===== config.mk =====
export PLATFORM = sky130hd
export DESIGN_NAME = rangefinder_response_frame_parser_top
export DESIGN_NICKNAME = d
export VERILOG_FILES = /design/src/rtl/rfp_pkg.sv /design/src/rtl/rfp_cell.sv /design/src/rtl/rfp_decode.sv /design/src/rtl/rangefinder_response_frame_parser_top.sv
export SDC_FILE = /design/constraint.sdc
export NUM_CORES = 1
export LEC_CHECK = 0
export ABC_AREA = 1
export BUFFER_PORTS_ARGS = -buffer_cell sky130_fd_sc_hd__buf_4
export CAP_MARGIN = 20
export CORE_UTILIZATION = 64
export DETAILED_ROUTE_END_ITERATION = 16
export PLACE_DENSITY = 0.86
export SYNTH_ARGS = -nofsm -noshare
export SYNTH_HDL_FRONTEND = slang
export SYNTH_SLANG_ARGS = --single-unit

===== constraint.sdc =====
create_clock -name clk_i -period 7.6 [get_ports clk_i]
set_input_delay 1.14 -clock clk_i [delete_from_list [all_inputs] [get_ports clk_i]]
set_output_delay 1.14 -clock clk_i [all_outputs]
set_load 0.02 [all_outputs]

===== src/rtl/rfp_pkg.sv =====
// ----------------------------------------------------------------------------
// rfp_pkg
// Shared types and constants for the rangefinder response frame parser.
// ----------------------------------------------------------------------------
package rfp_pkg;

  localparam int unsigned WinDepth = 7;
  localparam int unsigned ByteW    = 8;
  localparam int unsigned DistW    = 32;

  localparam logic [ByteW-1:0] HdrFirst  = 8'hB4;
  localparam logic [ByteW-1:0] HdrSecond = 8'h69;
  localparam int unsigned      ErrBit    = 7;

  typedef struct packed {
    logic             vld;
    logic [ByteW-1:0] data;
  } cell_t;

  typedef cell_t [WinDepth-1:0] win_t;

  typedef struct packed {
    logic shift;
    logic clear;
  } cell_ctrl_t;

  typedef struct packed {
    logic             hit;
    logic             is_error;
    logic [DistW-1:0] range_mm;
    logic [ByteW-1:0] fault_code;
  } result_t;

endpackage


===== src/rtl/rfp_cell.sv =====
// ----------------------------------------------------------------------------
// rfp_cell
// One window slot: holds a byte and its fill flag, takes its neighbor's value or clears.
// ----------------------------------------------------------------------------
module rfp_cell (
  input  logic               clk_i,
  input  logic               rst_ni,
  input  rfp_pkg::cell_ctrl_t ctrl_i,
  input  rfp_pkg::cell_t     cell_i,
  output rfp_pkg::cell_t     cell_o
);
  import rfp_pkg::*;

  logic             vld_q, vld_d;
  logic [ByteW-1:0] data_q, data_d;

  always_comb begin
    vld_d  = vld_q;
    data_d = data_q;
    if (ctrl_i.clear) begin
      vld_d  = 1'b0;
      data_d = '0;
    end else if (ctrl_i.shift) begin
      vld_d  = cell_i.vld;
      data_d = cell_i.data;
    end
  end

  always_ff @(posedge clk_i or negedge rst_ni) begin
    if (!rst_ni) begin
      vld_q <= 1'b0;
    end else begin
      vld_q <= vld_d;
    end
  end

  always_ff @(posedge clk_i) begin
    data_q <= data_d;
  end

  assign cell_o.vld  = vld_q;
  assign cell_o.data = data_q;

endmodule


===== src/rtl/rfp_decode.sv =====
// ----------------------------------------------------------------------------
// rfp_decode
// Frame match on the window plus incoming check byte, and result fields.
// ----------------------------------------------------------------------------
module rfp_decode (
  input  rfp_pkg::win_t    win_i,
  input  logic [7:0]       rx_byte_i,
  output rfp_pkg::result_t res_o
);
  import rfp_pkg::*;

  logic [ByteW-1:0] bcc;
  logic             err;

  always_comb begin
    bcc = '0;
    for (int unsigned k = 0; k < WinDepth; k++) begin
      bcc = bcc ^ win_i[k].data;
    end
  end

  assign err = win_i[2].data[ErrBit];

  assign res_o.hit = win_i[0].vld
                  && (win_i[0].data == HdrFirst)
                  && (win_i[1].data == HdrSecond)
                  && (bcc == rx_byte_i);
  assign res_o.is_error   = err;
  assign res_o.range_mm   = err ? '0
                          : {win_i[3].data, win_i[4].data, win_i[5].data, win_i[6].data};
  assign res_o.fault_code = err ? win_i[6].data : '0;

endmodule


===== src/rtl/rangefinder_response_frame_parser_top.sv =====
// ----------------------------------------------------------------------------
// rangefinder_response_frame_parser_top
// Sliding 8-byte frame detector for rangefinder responses with XOR check.
// ----------------------------------------------------------------------------
// Input channel: one received byte per request (rx_byte_i, last_of_buffer_i),
// taken when in_valid_i is high and in_stall_o is low. A byte flagged last
// ends the buffer; the window is emptied after it is checked.
// Output channel: one request per recognized frame (is_error_o,
// range_mm_o, fault_code_o), taken when out_valid_o is high and
// out_stall_i is low. Bytes that complete no frame give no request.
// Throughput: one byte per cycle unless in_stall_o is high, set by the shift
// of the seven-cell window and the parallel XOR/header match.
// Result: registered in the output register, or in the skid entry if that is held.
// Stall: an output register plus one skid entry; in_stall_o rises only
// when both hold results and clears the cycle after the output is taken.
// Reset: asynchronous, active low; empties the window and drops any
// pending results.
// ----------------------------------------------------------------------------
module rangefinder_response_frame_parser_top (
  input  logic        clk_i,
  input  logic        rst_ni,
  input  logic        in_valid_i,
  output logic        in_stall_o,
  input  logic [7:0]  rx_byte_i,
  input  logic        last_of_buffer_i,
  output logic        out_valid_o,
  input  logic        out_stall_i,
  output logic        is_error_o,
  output logic [31:0] range_mm_o,
  output logic [7:0]  fault_code_o
);
  import rfp_pkg::*;

  logic       in_take;
  logic       out_take;
  cell_ctrl_t ctrl;
  win_t       win;
  cell_t      feed;
  result_t    res;

  logic    out_vld_q, out_vld_d;
  logic    skid_vld_q, skid_vld_d;
  result_t out_q, out_d;
  result_t skid_q, skid_d;

  logic [WinDepth-1:0] vld_vec;

  assign in_take  = in_valid_i && !skid_vld_q;
  assign out_take = out_vld_q && !out_stall_i;

  assign ctrl.shift = in_take;
  assign ctrl.clear = in_take && last_of_buffer_i;

  assign feed.vld  = 1'b1;
  assign feed.data = rx_byte_i;

  for (genvar i = 0; i < WinDepth; i++) begin : g_cell
    if (i == WinDepth - 1) begin : g_head
      rfp_cell u_cell (
        .clk_i  (clk_i),
        .rst_ni (rst_ni),
        .ctrl_i (ctrl),
        .cell_i (feed),
        .cell_o (win[i])
      );
    end else begin : g_body
      rfp_cell u_cell (
        .clk_i  (clk_i),
        .rst_ni (rst_ni),
        .ctrl_i (ctrl),
        .cell_i (win[i+1]),
        .cell_o (win[i])
      );
    end
    assign vld_vec[i] = win[i].vld;
  end

  rfp_decode u_decode (
    .win_i     (win),
    .rx_byte_i (rx_byte_i),
    .res_o     (res)
  );

  always_comb begin
    out_vld_d  = out_vld_q;
    skid_vld_d = skid_vld_q;
    out_d      = out_q;
    skid_d     = skid_q;
    if (skid_vld_q) begin
      if (out_take) begin
        out_d      = skid_q;
        skid_vld_d = 1'b0;
      end
    end else if (in_take && res.hit) begin
      if (!out_vld_q || out_take) begin
        out_d     = res;
        out_vld_d = 1'b1;
      end else begin
        skid_d     = res;
        skid_vld_d = 1'b1;
      end
    end else if (out_take) begin
      out_vld_d = 1'b0;
    end
  end

  always_ff @(posedge clk_i or negedge rst_ni) begin
    if (!rst_ni) begin
      out_vld_q  <= 1'b0;
      skid_vld_q <= 1'b0;
    end else begin
      out_vld_q  <= out_vld_d;
      skid_vld_q <= skid_vld_d;
    end
  end

  always_ff @(posedge clk_i) begin
    out_q  <= out_d;
    skid_q <= skid_d;
  end

  assign in_stall_o   = skid_vld_q;
  assign out_valid_o  = out_vld_q;
  assign is_error_o   = out_q.is_error;
  assign range_mm_o   = out_q.range_mm;
  assign fault_code_o = out_q.fault_code;

`ifndef ASSERT_OFF
  a_skid_needs_out: assert property (@(posedge clk_i) disable iff (!rst_ni)
    skid_vld_q |-> out_vld_q)
    else $error("skid entry held without output entry");

  a_fill_contiguous: assert property (@(posedge clk_i) disable iff (!rst_ni)
    (vld_vec[WinDepth-2:0] & ~vld_vec[WinDepth-1:1]) == '0)
    else $error("window fill flags not contiguous");

  a_last_clears: assert property (@(posedge clk_i) disable iff (!rst_ni)
    (in_take && last_of_buffer_i) |=> (vld_vec == '0))
    else $error("window not empty after last byte");

  a_hold_result: assert property (@(posedge clk_i) disable iff (!rst_ni)
    (out_vld_q && out_stall_i) |=> (out_vld_q && $stable(out_q)))
    else $error("stalled result lost or changed");
`endif

endmodule

Word-level counts from Yosys, hierarchy flattened. Cells that the tools add are included. W data, S select, Z words.

Bits in registers: 147. Input bits: 13. Word-level logic and storage cells: 80.

Equality and inequality tests: 5. Muxes and demuxes: 27. Bitwise gates (word level): 8. Reductions and logical operators: 18.

Operators by type and width (count): $mux W41 (4); $xor A8 B8 Y8 (6); $mux W32 (1); $mux W1 (21); $reduce_and A3 Y1 (3); $eq A8 B7 Y1 const B (1); $eq A8 B8 Y1 (1); $eq A8 B8 Y1 const B (1); $mux W8 (1); $reduce_bool A2 Y1 (4); $logic_and A1 B1 Y1 (7); $logic_not A1 Y1 (3); $ne A2 B1 Y1 const B (1); $ne A2 B2 Y1 const B (1); $not A1 Y1 (2); $logic_or A1 B1 Y1 (1).

Logic depth before layout (Yosys ltp).
Word-level depth: 11. Depth in mapped cells: 14. Depth with buffers taken out: 14.

Cells and area by module. A second synthesis with hierarchy kept.

Cells, all modules: 925. Area, all modules: 7209.4 um2.

By module, submodules not included: rangefinder_response_frame_parser_top (instances 1, cells an instance 234, area each 3209.3 um2, sequential area each 2512.4 um2); rfp_cell (instances 7, cells an instance 57, area each 391.6 um2, sequential area each 185.2 um2); rfp_decode (instances 1, cells an instance 292, area each 1258.7 um2, sequential area each 0.0 um2).

Worst setup path before layout. Ideal clock, no wire load.

Path type: input to register. Start point: in in_valid_i. End point: reg skid_q[0] in the netlist's numbering, enable pin. Library setup time: 0.439 ns. Data arrival time: 3.666 ns. Path slack: 3.494 ns. Stages on the path: 12. Path buffers: 0. Path through: inv_1 nor2_8 inv_2 nor2_1 nand2_1 nor2_1 nand2_1 nor2_1 nand2_1 nor2_2 nand2_2 nor2_1.

Longest elaborated chain between the ends: 3.

RTL lines: start, declared (RTL line rangefinder_response_frame_parser_top.sv:22) `input logic in_valid_i,`; $logic_and A1 B1 Y1 (RTL line rangefinder_response_frame_parser_top.sv:48) `assign in_take = in_valid_i && !skid_vld_q;`; $logic_and A1 B1 Y1 (RTL line rangefinder_response_frame_parser_top.sv:94) `end else if (in_take && res.hit) begin`; $reduce_and A3 Y1 (no source line); end signal, assigned (RTL line rangefinder_response_frame_parser_top.sv:119) `skid_q <= skid_d;`; end, declared (RTL line rangefinder_response_frame_parser_top.sv:44) `result_t skid_q, skid_d;`.

Every way passes these cells. A chain may end at the register's enable or synchronous reset.

Worst setup path after layout.
Start point: in in_valid_i. End point: reg out_q, in the netlist range_mm_o[18], enable pin.

Longest elaborated chain between the ends: 4.

RTL lines: $logic_and A1 B1 Y1 (RTL line rangefinder_response_frame_parser_top.sv:48); $logic_and A1 B1 Y1 (RTL line rangefinder_response_frame_parser_top.sv:94); $reduce_bool A2 Y1 (no source line); $reduce_and A3 Y1 (no source line); end signal, assigned (RTL line rangefinder_response_frame_parser_top.sv:118) `out_q <= out_d;`; end, declared (RTL line rangefinder_response_frame_parser_top.sv:43) `result_t out_q, out_d;`.

Every way passes these cells.

==> impl_results.md <==
- #FFs+latches synth: 147
- ANT nets after route: 0
- Worst Path Required: 7.83 ns
- Total wire length: 13500 um
- Remaining routing DRC violations: 0
- Buf+Inv Stages, Crit Path: 4
- Relative slew margins: 37.2%
- Clock share of power: 45.5%
- # clock sinks: 147
- Startpoint Class: input port
- Area growth from synthesis to layout: 17.9%
- Fmax: 312 MHz
- Static leakage: 3.65 nW
- Cell family with most CP delay: simple AND/OR/NAND/NOR gates
- Comb pwr share: 6.1%
- Share of the clock period used by the worst path: 42.2%
- Core Rows: 36
- Die Footprint: 0.0103 mm^2
- Vias in the first global route: 4658
- Avg Cell Area, Syn: 8.90 um^2
- P_int: 1.39 mW
- Initial core utilization: 65.7%
- Vias per Instance: 5.44
- Share of cells above drive strength 1: 12.6%
- Max_cap viols: 0
- CTS tree: yes
- Synth top area share: 38.7%
- Tot GR Track Use: 28.2%
- Area leader, netlist: edfxtp_1
- Sw Ratio: 22.6%
- CP max stage cell: a21oi_4
- IO buf count: 55
- Worst-Skew Late Latency: 0.53 ns
- Measured slew at the worst slew-check pin: 0.942 ns
- Unrepaired setup endpoints after global routing: false
- Most common cell in the netlist: nand2_1
- Mapped Cells: 715
- Post-synth EDFFs: 82
- Critical path type: input port to flop
- Seq pwr share: 48.5%
- Setup TNS: 0 ns
- Kind of capture point of the worst setup path: flop
- Crit-path cells: buf_4 -> inv_1 -> nor2_8 -> inv_2 -> nor2_1 -> nand2_1 -> nor2_1 -> nand2_1 -> nor2_1 -> nand2_1 -> nor2_2 -> nand2_2 -> a21oi_4 -> buf_12
- Status: finished, final reports clean
- Largest cells by area after synthesis: edfxtp_1, dfxtp_1, nand2_1
- Clock buffer depth: 2
- Final RePlAce weighted congestion: 0.921
- Hold_buf cts: 0
- Worst Skew: 0.00458 ns
- Via count: 4969
- Post-DP HPWL: 8360 um
- Clock-pin slew on the worst setup and hold paths: 0.06 ns
- Postcts setup bufs: 0
- Vert. Die Dim: 102 um
- Core area: 0.00968 mm^2
- Total gr overflow: 0
- Final setup viols: 0
- Tmin final: 3.20 ns
- Largest net degree at the start of global routing: 56
- Ys async rst share: 6.12%
- WL/cell: 14.7 um
- Initial antenna violation count: 0
- Slew Viols, Final: 0
- Initial drt markers: 458
- # diodes: 0
- Main synth FF type: edfxtp_1
- Min-Delay Path Class: input port to asynchronous set/reset pin
- Synthesis warning total: 0
- First-pass GRT wire length: 21800 um
- I/O pin total: 56
- PD cells: 239 mW/mm^2
- Worst stage delay on the critical path: 0.44 ns
- Die X-Extent: 102 um
- Finished Core Util: 77.4%
- Post-cts sizing count: 0
- Final #Nets: 780
- Register area share after synthesis: 59.9%
- Clock root cell: clkbuf_8
- Critical path peak fanout: 53
- Worst vdd ir: 159 uV
- Synthesized Nets: 728
- Final Hold Vio Count: 0
- Switch Pwr: 0.405 mW
- Total CTS buffers: 17
- Number of detailed-route iterations in the first pass: 5
- Distinct cells, synth: 28
- CTS H-tree lvls: 4
- Arr. time, crit path: 3.43 ns
- Top post-synthesis cells by count: nand2_1, inv_1, edfxtp_1
- Syn Std Cell Area: 0.00636 mm^2
-- power groups by stage --
| stage | combinational (mW) | clock, mW | sequential (mW) |
|---|---|---|---|
| 2_1_floorplan | 0.0777 | 0 | 0.877 |
| 3_3_place_gp | 0.0964 | 0 | 0.883 |
| 3_5_place_dp | 0.101 | 0 | 0.883 |
| 4_1_cts | 0.105 | 0.821 | 0.867 |
| 5_1_grt | 0.123 | 0.848 | 0.869 |
| 6_report | 0.109 | 0.814 | 0.868 |
-- per-layer routing --
| metal | up-vias | global-route usage, % | part of all wire [%] |
|---|---|---|---|
| li1 | 2373 | - | - |
| met1 | 2322 | 34.5 | 40 |
| met2 | 232 | 47.5 | 50 |
| met3 | 42 | 5.73 | 6.5 |
| met4 | 0 | 14.4 | 3.4 |
| met5 | - | 0 | 0 |
-- final cells by class --
type                            instances  area [um^2]
Clock inverter                         14          163
Clock buffer                           18          418
Sequential cell                       147         3810
Tap cell                              133          166
Multi-Input combinational cell        404         1940
Inverter                              137          514
Fill cell                             596         2190
Timing Repair Buffer                   60          488
-- cells in the final DEF (no fill, tap or decap), drive strengths merged --
| cell type | Yosys | routed |
|---|---|---|
| o22ai | 11 | 11 |
| dfrtp | 9 | 9 |
| buf | 7 | 60 |
| nand3b | 6 | 6 |
| a21oi | 2 | 2 |
| inv | 137 | 138 |
| nor3b | 1 | 1 |
| edfxtp | 82 | 82 |
| clkinvlp | 0 | 5 |
| clkbuf | 20 | 18 |
| dfxtp | 56 | 56 |
| or2 | 1 | 1 |
| nor3 | 2 | 2 |
| xnor2 | 5 | 5 |
| o21ai | 13 | 13 |
| nand4 | 2 | 2 |
| a22oi | 51 | 51 |
| nand2 | 233 | 233 |
| bufinv | 0 | 3 |
| nor2 | 46 | 46 |
| nand3 | 22 | 22 |
| clkinv | 0 | 5 |
| xor2 | 9 | 9 |
-- sequential cells by signal, indices dropped and copies added (netlist names) --
signal and cells:
g_cell.g_body.u_cell.vld_q 6, in_stall_o 1, g_cell.g_head.u_cell.data_q 8, g_cell.g_head.u_cell.vld_q 1, out_valid_o 1, is_error_o 1
fault_code_o 8, skid_q 41, range_mm_o 32, g_cell.g_body.u_cell.data_q 48
-- worst paths after layout --
path / start / to / slack (ns) / depth (start not counted)
hold reg to reg: g_cell[0].g_body.u_cell.data_q[2] / g_cell[0].g_body.u_cell.data_q[2] / 0.50 / 2
hold / removal: rst_ni / in_stall_o / 0.42 / 1
setup reg to reg: in_stall_o / range_mm_o[18] / 4.67 / 12
max in group asynchronous: rst_ni / g_cell[1].g_body.u_cell.vld_q / 7.05 / 1
setup / recovery: in_valid_i / range_mm_o[18] / 4.40 / 14
min in group clk_i: g_cell[0].g_body.u_cell.data_q[2] / g_cell[0].g_body.u_cell.data_q[2] / 0.50 / 2
-- metrics by stage --
step	std cells	power [mW]	area (um^2)	hold WS, ns	setup slack, ns
floorplan	715	0.955	6360	0.472	3.49
global placement	878	0.979	6860	0.485	3.65
detailed placement	879	0.984	6880	0.490	3.65
CTS	911	1.79	7460	0.408	4.15
global route	913	1.84	7500	0.416	4.21
finish	913	1.79	7500	0.422	4.40
-- cells by family after synthesis --
group	after synthesis	share of synthesized area (%)
AND/OR/NAND/NOR	313	19.8
buffers and inverters	164	9.95
flip-flops	147	59.9
AO/OA/AOI/OAI	77	8.40
XOR/XNOR	14	1.93
(Power assumes the default switching activity.)
